## config.mk

```make
export PLATFORM = sky130hd
export DESIGN_NAME = psrm_seq
export DESIGN_NICKNAME = d
export VERILOG_FILES = /design/src/rtl/core/psrm_pkg.sv /design/src/rtl/core/psrm_seq.sv
export SDC_FILE = /design/constraint.sdc
export NUM_CORES = 1
export LEC_CHECK = 0
export BUFFER_PORTS_ARGS = -buffer_cell sky130_fd_sc_hd__buf_2
export CORE_MARGIN = 5
export CORE_UTILIZATION = 46
export DETAILED_ROUTE_END_ITERATION = 10
export PLACE_DENSITY = 0.78
export SLEW_MARGIN = 10
export SYNTH_ARGS = -nofsm -noshare
export SYNTH_HDL_FRONTEND = slang
export SYNTH_SLANG_ARGS = --single-unit
```

## constraint.sdc

```tcl
create_clock -name clk_i -period 3.21 [get_ports clk_i]
set_input_delay 0.642 -clock clk_i [delete_from_list [all_inputs] [get_ports clk_i]]
set_output_delay 0.642 -clock clk_i [all_outputs]
set_load 0.01 [all_outputs]
```

## src/rtl/core/psrm_pkg.sv

```systemverilog
// ----------------------------------------------------------------------------
// psrm_pkg
// Types, codes and field widths shared by the sequence range max block.
// ----------------------------------------------------------------------------
package psrm_pkg;

  localparam int unsigned CAPACITY_DEF = 1024;

  // Field widths
  localparam int unsigned OP_W      = 2;
  localparam int unsigned POS_W     = 11;
  localparam int unsigned RPOS_W    = 10;
  localparam int unsigned VAL_W     = 32;
  localparam int unsigned ST_W      = 2;
  localparam int unsigned CNT_OUT_W = 11;

  // Stream widths, padded to whole bytes
  localparam int unsigned S_TDATA_W = 56;
  localparam int unsigned M_TDATA_W = 48;
  localparam int unsigned S_PAD_W   = S_TDATA_W - POS_W - RPOS_W - VAL_W;
  localparam int unsigned M_PAD_W   = M_TDATA_W - VAL_W - CNT_OUT_W;

  typedef enum logic [OP_W-1:0] {
    OP_INSERT = 2'd0,
    OP_ERASE  = 2'd1,
    OP_MAX    = 2'd2,
    OP_NONE   = 2'd3
  } op_e;

  typedef enum logic [ST_W-1:0] {
    ST_OK      = 2'd0,
    ST_BAD_POS = 2'd1,
    ST_FULL    = 2'd2,
    ST_EMPTY   = 2'd3
  } status_e;

  // Memory port strobes
  typedef struct packed {
    logic wr_en;
    logic rd_en;
  } mem_ctl_t;

  // One result item
  typedef struct packed {
    status_e               status;
    logic signed [VAL_W-1:0] max_value;
    logic [CNT_OUT_W-1:0]  entry_count;
  } result_t;

endpackage

```

## src/rtl/core/psrm_seq.sv

```systemverilog
// ----------------------------------------------------------------------------
// psrm_seq
// Operation sequencer: checks the request, then walks the store one entry a
// cycle to shift the tail or scan the range.
// ----------------------------------------------------------------------------
module psrm_seq
  import psrm_pkg::*;
#(
  parameter  int unsigned CAPACITY = CAPACITY_DEF,
  localparam int unsigned AW       = $clog2(CAPACITY),
  localparam int unsigned CNT_W    = $clog2(CAPACITY + 1)
) (
  input  logic              clk_i,
  input  logic              rst_ni,
  input  logic              in_valid_i,
  output logic              in_ready_o,
  input  logic [OP_W-1:0]   op_i,
  input  logic [POS_W-1:0]  pos_i,
  input  logic [RPOS_W-1:0] rpos_i,
  input  logic [VAL_W-1:0]  val_i,
  input  logic              out_free_i,
  output logic              res_valid_o,
  output result_t           res_o,
  output mem_ctl_t          mem_ctl_o,
  output logic [AW-1:0]     waddr_o,
  output logic [VAL_W-1:0]  wdata_o,
  output logic [AW-1:0]     raddr_o,
  input  logic [VAL_W-1:0]  rdata_i
);

  // Compare width covering both the position field and the count
  localparam int unsigned CW = (CNT_W > POS_W) ? CNT_W : POS_W;

  typedef enum logic [3:0] {
    S_IDLE = 4'b0001,
    S_RUN  = 4'b0010,
    S_WRV  = 4'b0100,
    S_DONE = 4'b1000
  } state_e;

  state_e                  state_q, state_d;
  logic [CNT_W-1:0]        count_q, count_d;
  logic [CNT_W-1:0]        left_q, left_d;
  logic                    pend_q, pend_d;
  op_e                     op_q, op_d;
  status_e                 st_q, st_d;
  logic [AW-1:0]           ptr_q, ptr_d;
  logic [AW-1:0]           paddr_q, paddr_d;
  logic [AW-1:0]           pos_q, pos_d;
  logic [VAL_W-1:0]        val_q, val_d;
  logic signed [VAL_W-1:0] best_q, best_d;
  logic                    have_q, have_d;

  logic [CW-1:0] pos_w, rpos_w, cnt_w, cap_w;
  status_e       chk_st;
  logic [CW-1:0] chk_left;
  logic [CW-1:0] chk_start;

  assign pos_w  = CW'(pos_i);
  assign rpos_w = CW'(rpos_i);
  assign cnt_w  = CW'(count_q);
  assign cap_w  = CW'(CAPACITY);

  // Request check, move count and first read address
  always_comb begin
    chk_st    = ST_OK;
    chk_left  = '0;
    chk_start = '0;
    case (op_e'(op_i))
      OP_INSERT: begin
        if (pos_w > cnt_w) begin
          chk_st = ST_BAD_POS;
        end else if (cnt_w >= cap_w) begin
          chk_st = ST_FULL;
        end
        chk_left  = cnt_w - pos_w;
        chk_start = cnt_w - CW'(1);
      end
      OP_ERASE: begin
        if (pos_w >= cnt_w) begin
          chk_st = ST_BAD_POS;
        end
        chk_left  = cnt_w - pos_w - CW'(1);
        chk_start = pos_w + CW'(1);
      end
      OP_MAX: begin
        if (pos_w > rpos_w) begin
          chk_st = ST_EMPTY;
        end else if (rpos_w >= cnt_w) begin
          chk_st = ST_BAD_POS;
        end
        chk_left  = rpos_w - pos_w + CW'(1);
        chk_start = pos_w;
      end
      default: begin
        chk_st = ST_OK;
      end
    endcase
  end

  // Sequencer
  always_comb begin
    state_d     = state_q;
    count_d     = count_q;
    left_d      = left_q;
    pend_d      = 1'b0;
    op_d        = op_q;
    st_d        = st_q;
    ptr_d       = ptr_q;
    paddr_d     = paddr_q;
    pos_d       = pos_q;
    val_d       = val_q;
    best_d      = best_q;
    have_d      = have_q;
    in_ready_o  = 1'b0;
    res_valid_o = 1'b0;
    mem_ctl_o   = '0;
    raddr_o     = ptr_q;
    waddr_o     = paddr_q;
    wdata_o     = rdata_i;

    case (state_q)
      S_IDLE: begin
        in_ready_o = 1'b1;
        if (in_valid_i) begin
          op_d   = op_e'(op_i);
          st_d   = chk_st;
          pos_d  = AW'(pos_i);
          val_d  = val_i;
          left_d = CNT_W'(chk_left);
          ptr_d  = AW'(chk_start);
          have_d = 1'b0;
          if ((chk_st == ST_OK) && (op_e'(op_i) != OP_NONE)) begin
            state_d = S_RUN;
          end else begin
            state_d = S_DONE;
          end
        end
      end

      S_RUN: begin
        // Issue the next read
        if (left_q != '0) begin
          mem_ctl_o.rd_en = 1'b1;
          left_d  = left_q - CNT_W'(1);
          ptr_d   = (op_q == OP_INSERT) ? ptr_q - AW'(1) : ptr_q + AW'(1);
          pend_d  = 1'b1;
          paddr_d = ptr_q;
        end
        // Consume the data read last cycle
        if (pend_q) begin
          case (op_q)
            OP_INSERT: begin
              mem_ctl_o.wr_en = 1'b1;
              waddr_o = paddr_q + AW'(1);
            end
            OP_ERASE: begin
              mem_ctl_o.wr_en = 1'b1;
              waddr_o = paddr_q - AW'(1);
            end
            default: begin
              if (!have_q || ($signed(rdata_i) > best_q)) begin
                best_d = $signed(rdata_i);
              end
              have_d = 1'b1;
            end
          endcase
        end
        if ((left_q == '0) && !pend_q) begin
          case (op_q)
            OP_INSERT: state_d = S_WRV;
            OP_ERASE: begin
              count_d = count_q - CNT_W'(1);
              state_d = S_DONE;
            end
            default: state_d = S_DONE;
          endcase
        end
      end

      S_WRV: begin
        // Place the new value into the opened slot
        mem_ctl_o.wr_en = 1'b1;
        waddr_o = pos_q;
        wdata_o = val_q;
        count_d = count_q + CNT_W'(1);
        state_d = S_DONE;
      end

      S_DONE: begin
        if (out_free_i) begin
          res_valid_o = 1'b1;
          state_d     = S_IDLE;
        end
      end

      default: begin
        state_d = S_IDLE;
      end
    endcase
  end

  // Result item
  always_comb begin
    res_o.status      = st_q;
    res_o.max_value   = ((st_q == ST_OK) && (op_q == OP_MAX)) ? best_q : '0;
    res_o.entry_count = CNT_OUT_W'(count_q);
  end

  // Control state
  always_ff @(posedge clk_i or negedge rst_ni) begin
    if (!rst_ni) begin
      state_q <= S_IDLE;
      count_q <= '0;
      left_q  <= '0;
      pend_q  <= 1'b0;
      have_q  <= 1'b0;
    end else begin
      state_q <= state_d;
      count_q <= count_d;
      left_q  <= left_d;
      pend_q  <= pend_d;
      have_q  <= have_d;
    end
  end

  // Payload
  always_ff @(posedge clk_i) begin
    op_q    <= op_d;
    st_q    <= st_d;
    ptr_q   <= ptr_d;
    paddr_q <= paddr_d;
    pos_q   <= pos_d;
    val_q   <= val_d;
    best_q  <= best_d;
  end

endmodule

```

==> metrics.txt, run 1 <==
status finished with violations; failing checks setup timing; Tot GR Track Use between 20% and 30%; Async S/R FF share, synth around 22%; RSZ-0062 raised after global routing true; CTS tree built; Slew @ Worst Pin 0.855 ns; Remaining Overflow, GRT 0; # IOs around 190; syn_nets around 1200; TritonCTS Buffers 17; fin util approximately three fifths; Cell Area, Placed approximately 11000 µm²; Unique masters post-synth between 80 and 90; number of max-cap violations 0; CTS Hold Bufs 0; first-pass GRT wire length roughly 44000 µm; Nets 1450; pwr dens a little under 700 nW/µm²; Worst path max stage delay roughly 0.43 ns; clock skew approximately 0.0076 ns; cell area after synthesis between 9000 and 10000 µm²; Hold Path Class primary input to async pin; wire per inst 18.1 µm; Leak ~5.6 nW; min Tclk post-route 3.41 ns; syn_area_per_cell 9.35 µm²; Die W ~150 µm; sequential share of the synthesized area around two fifths; initial antenna violation count 2; Final Instance Area approximately 12000 µm²; H-tree depth 4; Worst Setup SP op_q[1]; number of synthesized register bits ~130; EDFF count, synth 98; Core Region 20000 µm²; Reg2Reg Depth 12; critical path arrival ~2.8 ns; die area around 23000 µm²; vias in the first global route approximately 8600; crit end category output pin; reg2reg start cnt_w[0]; Final WS setup -0.199 ns; synthesis-to-layout area growth 28.5%; YS warnings 0; cell family with most CP delay compound AO/OA/AOI/OAI gates; drt drc 0; clk root buf clkbuf_16; I/O Buffers approximately 190; VDD IR max between 0.0004 and 0.0005 V; First DRT Iteration DRCs between 500 and 600; GPL Wtd Cong roughly 0.92; Sequential Area between 3000 and 4000 µm²; Final setup violation count 4; clock buffer depth 2; crit share post-route 106%; Main synth FF type edfxtp_1; CTS Sinks 126; vias per cell approximately 5.6; WS Path Type flip-flop to output pin; pin count of the biggest net entering global routing 45; Initial Util about 46%; DP HPWL 21100 µm; Buf/Inv on CP 2; Mapped Cells slightly below 1000; vias 8664; layout cells sized above 1 28.4%; Required @ worst endpoint 2.57 ns; DRT antenna net count 0; DIE HEIGHT ~150 µm; Setup TNS -0.512 ns; max frequency a little under 300 MHz; Multi-input gate area between 5000 and 6000 µm²; flop-to-flop setup slack ~0.18 ns; Rel. slew slack between 40 and 50%; clk_lat worst skew about 0.43 ns; Max Slew Vio Count 0; cells along the critical path nor2b_4 > buf_12 > ha_4 > a21o_1 > nand4_1 > nand3_2 > a221o_1 > xor2_2 > nand2_1 > o311ai_1 > buf_2; Crit Path Max Fanout 7; clk slew on worst S/H paths 0.06 ns; Final Hold Viols 0; DRT Pass-1 Iters 5; reg-to-reg critical path endpoint left_q[7]; Routed WL 27900 µm; Total Power between 8 and 9 mW; Cell Rows 52; Slowest-stage cell, CP edfxtp_1; Worst setup SP type flip-flop; # fillers 1684
cell usage after synthesis, drive strengths merged, types with 3 or more instances:
cell type	instances	share of area, %
nor2b	12	0.81
nand2	143	5.8
or3	7	0.53
dfrtp	27	7.3
clkbuf	28	1.1
nor4	8	0.61
xor2	17	1.6
o21bai	4	0.32
o22a	3	0.28
edfxtp	98	32
a21oi	66	3.6
nor4b	5	0.54
o41ai	5	0.47
nand3	13	0.70
o22ai	4	0.27
xnor2	40	3.8
o21a	7	0.57
a211oi	7	0.57
o21ai	52	2.8
nand4	17	1.1
nor3	16	0.86
mux2i	5	0.54
a221oi	8	0.76
fa	5	1.1
ha	101	14
o221ai	3	0.28
o31a	4	0.38
o31ai	6	0.63
inv	86	3.5
a22oi	9	0.73
nand2b	8	0.54
buf	9	0.53
a31oi	10	0.67
a21boi	4	0.36
and2	33	2.2
or4b	3	0.36
o311ai	3	0.28
a221o	4	0.43
nand3b	4	0.32
and3	7	0.47
a21o	24	1.9
nor2	48	2.0
layer usage:
metal / track usage [%] / wire length [µm]
met1: 29.4 / 11300
met2: 39.9 / 13800
met3: 4.92 / 1910
met4: 9.08 / 856
met5: 0 / 0
cell usage in the layout, fill, tap and decap left out, drive strengths merged, types with 8 or more instances in the layout:
cell	synthesis	routed
buf	9	279
nand2	143	143
ha	101	101
edfxtp	98	98
inv	86	96
a21oi	66	66
o21ai	52	52
nor2	48	48
xnor2	40	40
and2	33	33
dfrtp	27	27
a21o	24	24
nand4	17	17
clkbuf	28	17
xor2	17	17
nor3	16	16
nand3	13	13
nor2b	12	12
a31oi	10	10
a22oi	9	9
nand2b	8	8
nor4	8	8
a221oi	8	8
power by group:
group	leakage, nW	switching (mW)	internal [mW]	total [mW]
combinational	4.04	2.16	1.76	3.92
clock	0.269	0.846	1.03	1.87
sequential	1.26	0.298	2.18	2.48
total	5.57	3.30	4.97	8.27
flip-flops by register name (all words and copies together) (netlist names):
register  cells
op_q          2
pos_q        10
best_q       32
pend_q        1
paddr_q      10
st_q          2
have_q        1
left_q       11
state_q       4
raddr_o      10
val_q        32
cnt_w        11
through the flow:
stage,setup slack [ns],instances,hold WS (ns)
2_1_floorplan,0.0169,992,0.346
3_3_place_gp,-0.0793,1484,0.484
3_5_place_dp,-0.172,1484,0.468
4_1_cts,-0.251,1522,0.274
5_1_grt,-0.363,1538,0.310
6_report,-0.199,1538,0.280
layout make-up:
class                      instances  area share (%)
antenna                            2          0.0420
clock buffer                      17            3.57
clock inverter                    15            1.19
inverter                          87            2.78
multi-input combinational        742            45.0
sequential                       126            30.6
tap                              270            2.83
timing repair buffer             279            14.0
what timing repair did:
| item | CTS | global route |
|---|---|---|
| pin swaps | 9 | 14 |
| buffers inserted | 7 | 15 |
| endpoints found under the setup margin | 4 | 13 |
| gates resized for setup | 23 | 21 |
worst max-delay path by stage:
| stage | end | slack (ns) | cells past startpoint |
|---|---|---|---|
| floorplan | left_q[7] | 0.02 | 11 |
| global placement | left_q[7] | -0.08 | 12 |
| detailed placement | left_q[7] | -0.17 | 12 |
| CTS | waddr_o[9] | -0.25 | 11 |
| global route | waddr_o[9] | -0.36 | 11 |
| finish | waddr_o[9] | -0.20 | 11 |
worst register-to-register path: stages, from the launching register on:
cell and delay, ns:
dfrtp_1 0.37, inv_1 0.08, ha_1 0.17, inv_1 0.05
fa_1 0.38, a21o_1 0.18, a21oi_1 0.17, xnor2_1 0.10
or3_4 0.42, nor3_4 0.16, mux2_2 0.36, o22a_1 0.23
a221oi_2 0.28
cell families after synthesis:
logic type / share of synthesized area, %
AO/OA/AOI/OAI: 17.0
multiplexers: 0.782
buffers and inverters: 5.18
XOR/XNOR: 5.38
flip-flops: 39.3
adder cells (fa/ha/maj): 14.7
AND/OR/NAND/NOR: 17.7
No activity file was read; power rests on OpenSTA's default activity.
==> run 2: changes to the inputs <==
- ABC_AREA: default -> 1
- PLACE_DENSITY: 0.78 -> 0.77
==> run 2 against run 1 <==
Effect of this change: the flow still finishes with violations (setup timing); core utilization down 1.9 points; synthesized area up 3.2%; register-to-register slack better by 0.35 ns; largest cell class unchanged; synthesized cell count up 25%; highest routed layer unchanged; die area up 3.0%; via count up 7.7%.
==> metrics.txt, run 2 <==
Crit Path Max Fanout 6; Die W around 150 µm; Rel. slew slack 44.2%; Sequential Area 3640 µm²; layout cells sized above 1 approximately 19%; H-tree depth 4; clock skew 0.0126 ns; Max Slew Vio Count 0; Worst setup SP type flip-flop; EDFF count, synth between 90 and 100; clock network fraction of total power between 20% and 30%; Worst path max stage delay roughly 0.44 ns; synthesis-to-layout area growth 22.6%; most frequent cells in the layout nand2_1, buf_2, inv_1; Required @ worst endpoint between 2 and 3 ns; pwr dens approximately 660 nW/µm²; Final WS setup -0.0221 ns; DP HPWL 22600 µm; WS Path Type flip-flop to output pin; number of synthesized register bits 126; crit end category output pin; critical path arrival 2.59 ns; Slowest-stage cell, CP edfxtp_1; number of max-cap violations 0; DRT antenna net count 0; vias in the first global route 8714; Routed WL 28800 µm; sequential share of the synthesized area around two fifths; Remaining Overflow, GRT 0; reg-to-reg critical path endpoint raddr_o[7]; VDD IR max roughly 0.00044 V; Final Hold Viols 0; vias a little over 9000; commonest non-fill, non-tap cell in the layout nand2_1; top cell type's share of synthesized area a little under a third; Cell Rows 52; syn_area_per_cell around 7.7 µm²; Tot GR Track Use about a quarter; Async S/R FF share, synth 22.2%; cell taking the most area after synthesis edfxtp_1; RSZ-0062 raised after global routing true; Reg2Reg Depth 12; vias per cell approximately 5.4; pin count of the biggest net entering global routing slightly below 50; Sequential Power Share 32.1%; max frequency approximately 310 MHz; cells along the critical path nor2_4 > buf_6 > ha_4 > a21o_1 > a31oi_2 > nand4_1 > a31o_2 > nand3_2 > nand3_2 > buf_6; clk root buf clkbuf_16; GPL Wtd Cong a little under 1; status finished with violations; TritonCTS Buffers 17; drt drc 0; Core Region a little over 20000 µm²; most numerous cell in the Yosys netlist nand2_1; initial antenna violation count 0; largest registers best_q: 32 flops, val_q: 32 flops; # IOs approximately 190; first-pass GRT wire length 44800 µm; crit share post-route 101%; First DRT Iteration DRCs 710; DRT Pass-1 Iters 5; reg2reg start op_q[1]; CTS Sinks 126; clk_lat worst skew roughly 0.42 ns; syn_nets between 1000 and 1500; clock buffer depth 2; wire per inst approximately 17 µm; min Tclk post-route around 3.2 ns; failing checks setup timing; Final setup violation count 1; CTS Hold Bufs 0; Mapped Cells between 1000 and 1500; YS warnings 0; flop-to-flop setup slack roughly 0.53 ns; Initial Util a little under half; Leak 5.85 nW; Multi-input gate area 5310 µm²; Setup TNS -0.0221 ns; I/O Buffers between 150 and 200; clk slew on worst S/H paths ~0.06 ns; P_int roughly 4.5 mW; top cells by count, synth nand2_1, inv_1, nor2_1; Slew @ Worst Pin roughly 0.84 ns; CTS tree built; Unique masters post-synth 46; DIE HEIGHT roughly 150 µm; Nets 1651; Combinational Power Share between 40% and 50%; NetSw between 3 and 4 mW; Total Power between 7 and 8 mW; # fillers between 1500 and 2000; die area approximately 24000 µm²; Main synth FF type edfxtp_1; dominant cells by area after synthesis edfxtp_1, ha_1, nand2_1, dfrtp_1, inv_1; cell area after synthesis about 9600 µm²; switching part of the total around two fifths; Hold Path Class primary input to async pin
-- run 2: worst max-delay path, delay by kind of cell, from the launching register on --
kind	cells	cell delay [ns]
fa+ha+maj	1	0.22
flops	1	0.44
simple gates	4	0.57
buf+inv	2	0.32
compound gates	3	0.63
-- run 2: power by group through the flow --
stage | sequential [mW] | combinational (mW) | clock, mW
after floorplan | 2.47 | 2.17 | 0
after global placement | 2.50 | 3.12 | 0
after detailed placement | 2.50 | 3.20 | 0
after CTS | 2.47 | 3.28 | 1.94
after global routing | 2.52 | 3.75 | 2.03
final | 2.48 | 3.33 | 1.91
-- run 2: per-layer routing --
metal	GRT usage [%]	vias to the layer above	part of all wire, %
met2	40.5	358	49
met3	4.55	47	7.4
li1	-	4596	-
met5	0	-	0
met1	29.6	4332	41
met4	7.91	0	2.5
-- run 2: kinds of logic (layout without fill, tap and decap cells) --
kind of cell	count (synthesis)	in the layout	share of synthesized area, %
AOI/OAI and AO/OA	204	204	12.3
xor gates and xnor gates	26	26	2.38
adders and majority gates	106	106	14.2
buffers and inverters	203	429	8.10
DFF	126	126	38.1
other	0	1	0
and+or+nand+nor	576	576	24.9
-- run 2: layout make-up --
class / count / area share [%]
diodes: 1 / 0.0213
well taps: 270 / 2.88
multi-input cells: 912 / 45.2
clock inverters: 15 / 1.39
flip-flops and latches: 126 / 31.0
clock buffers: 17 / 3.62
repair buffers: 219 / 10.1
inverters: 178 / 5.69
-- run 2: worst max-delay path by stage --
stage	from	to	slack, ns	cells past startpoint
after floorplan	state_q[0]	raddr_o[0]	0.10	5
after global placement	op_q[1]	waddr_o[8]	0.20	14
after detailed placement	op_q[1]	waddr_o[8]	0.08	14
after CTS	op_q[1]	waddr_o[9]	0.004	10
after global routing	op_q[1]	waddr_o[8]	-0.16	14
final	op_q[1]	waddr_o[9]	-0.02	10
-- run 2: repair_timing --
item,CTS,global route
setup endpoints to repair,7,5
resized for setup,17,7
buffers inserted,5,3
pin swaps,11,7
gates cloned,0,0
-- run 2: through the flow --
| step | util, % | cells | hold WS [ns] | cell area, µm² | worst slack, ns |
|---|---|---|---|---|---|
| after global routing | 57.6 | 1737 | 0.308 | 11700 | -0.156 |
| after CTS | 57.4 | 1734 | 0.276 | 11700 | 0.00370 |
| final | 57.6 | 1738 | 0.272 | 11700 | -0.0221 |
| after detailed placement | 53.8 | 1698 | 0.489 | 11000 | 0.0808 |
| after global placement | 53.8 | 1698 | 0.483 | 11000 | 0.201 |
| after floorplan | - | 1241 | 0.346 | 9580 | 0.101 |
==> run 3: changes to the inputs <==
- CORE_MARGIN: 5 -> 4
==> run 3 against run 2 <==
Effect of this change: the flow still finishes with violations (setup timing); count of clock-buffer cells in the layout grew 4; total power down 1.5%; critical path depth increased by 2; core utilization decreased by 0.12 points; hold slack lost 0.0024 ns; first-iteration DRC count increased by 17%; clock power fell by 8%; sequential power barely moved; critical path type unchanged; critical endpoint unchanged.
==> metrics.txt, run 3 (same netlist as run 2, synthesis figures left out) <==
Worst Setup SP op_q[0]; GR Layer Usage met1 29.7%; first-pass GRT wire length 45400 µm; WS Path Type flip-flop to output pin; CTS Sinks 126; Core Region roughly 20000 µm²; reg-to-reg critical path endpoint raddr_o[8]; failing checks setup timing; Final Instance Area between 10000 and 15000 µm²; Rel. slew slack around 43%; max frequency 310 MHz; Initial Util between 40% and 50%; Worst Setup EP waddr_o[9]; commonest non-fill, non-tap cell in the layout nand2_1; TritonCTS Buffers 17; Remaining Overflow, GRT 0; CTS Hold Bufs 0; met2 Track Usage GR a little over two fifths; pin count of the biggest net entering global routing between 40 and 50; final hold slack 0.270 ns; layout cells sized above 1 about a fifth; global route hottest layer met2; critical path arrival roughly 2.6 ns; largest registers best_q: 32 flops, val_q: 32 flops; DRT Pass-1 Iters 8; met3 Usage GRT approximately 5.0%; DP HPWL between 20000 and 25000 µm; Die W between 150 and 200 µm; clock skew around 0.016 ns; Hold Path Class primary input to async pin; Finished Layout Cells approximately 1700; DRT antenna net count 0; min Tclk post-route 3.22 ns; Required @ worst endpoint 2.57 ns; Slew @ Worst Pin ~0.85 ns; clk_lat worst skew ~0.42 ns; drt drc 0; die area about 23000 µm²; clk slew on worst S/H paths 0.06 ns; Crit Path Max Fanout 6; GPL Wtd Cong approximately 0.96; synthesis-to-layout area growth 22.3%; Cell Area, Placed roughly 11000 µm²; DIE HEIGHT 152 µm; CTS tree built; number of max-cap violations 0; vias in the first global route roughly 9000; Max Slew Vio Count 0; Leak 5.82 nW; I/O Buffers between 150 and 200; H-tree depth 4; vias 9372; initial antenna violation count 0; # IOs between 150 and 200; flop-to-flop setup slack ~0.57 ns; Inst Count DP roughly 1700; pwr dens ~650 nW/µm²; Reg2Reg Depth 15; reg2reg start op_q[1]; Tot GR Track Use about a quarter; Final setup violation count 1; most frequent cells in the layout nand2_1, buf_2, inv_1; Cell Rows 52; antenna diode count 0; crit share post-route 100%; Worst setup SP type flip-flop; Final Hold Viols 0; wire per inst roughly 17 µm; RSZ-0062 raised after global routing true; clock buffer depth 2; Routed WL between 20000 and 30000 µm; Setup TNS -0.0116 ns; status finished with violations; Final WS setup -0.0116 ns; crit end category output pin; Total Power about 7.6 mW; clk root buf clkbuf_16; Nets approximately 1700; VDD IR max about 0.00042 V; First DRT Iteration DRCs between 800 and 900; vias per cell approximately 5.4
-- run 3: cell types whose count changed in the layout (fill, tap and decap cells not counted), moves of 2 or more --
| cell | delta |
|---|---|
| clkbuf_1 | +4 |
| clkinvlp_4 | +2 |
| buf_4 | +3 |
| inv_6 | -3 |
| clkinv_4 | -4 |
-- run 3: layout make-up --
type                            count  area (µm²)
Fill cell                        1839        8650
Multi-Input combinational cell    912        5340
Sequential cell                   126        3640
Timing Repair Buffer              221        1190
Inverter                          178         671
Clock buffer                       21         440
Tap cell                          270         338
Clock inverter                     11        95.1
-- run 3: critical path: stages (launching register included) --
cell	delay [ns]
edfxtp_1	0.37
inv_2	0.07
nor2_4	0.24
buf_6	0.20
ha_4	0.23
inv_4	0.07
o21bai_1	0.08
a31oi_2	0.21
nand4_1	0.15
a31o_2	0.27
nand3_2	0.06
nand3_2	0.08
buf_6	0.13
-- run 3: how the worst min path moves through the flow --
stage | to | slack [ns] | depth (start not counted)
finish | cnt_w[3] | 0.27 | 1
global route | cnt_w[3] | 0.30 | 1
CTS | cnt_w[4] | 0.28 | 1
detailed placement | paddr_q[4] | 0.49 | 0
global placement | paddr_q[4] | 0.48 | 0
floorplan | cnt_w[0] | 0.35 | 0
-- run 3: power breakdown --
part / switching (mW) / leakage, nW / total (mW) / internal (mW)
sequential: 0.317 / 1.25 / 2.49 / 2.17
combinational: 2.16 / 4.32 / 3.35 / 1.19
clock: 0.707 / 0.248 / 1.76 / 1.06
total: 3.19 / 5.82 / 7.60 / 4.41
-- run 3: per-layer routing --
metal / up-vias / part of all wire [%] / wire (µm)
li1: 4602 / - / -
met1: 4325 / 41 / 11800
met2: 387 / 49 / 14200
met3: 58 / 7.4 / 2140
met4: 0 / 2.8 / 811
met5: - / 0 / 0
-- run 3: timing repair --
action	CTS	global route
setup buffers	2	6
endpoints found under the setup margin	6	6
pin swaps	0	10
resized for setup	7	24
-- run 3: stage by stage --
stage / worst slack (ns) / utilization, %
2_1_floorplan: 0.101 / -
5_1_grt: -0.163 / 57.5
3_5_place_dp: 0.194 / 53.8
4_1_cts: 0.0257 / 56.6
6_report: -0.0116 / 57.5
3_3_place_gp: 0.245 / 53.8
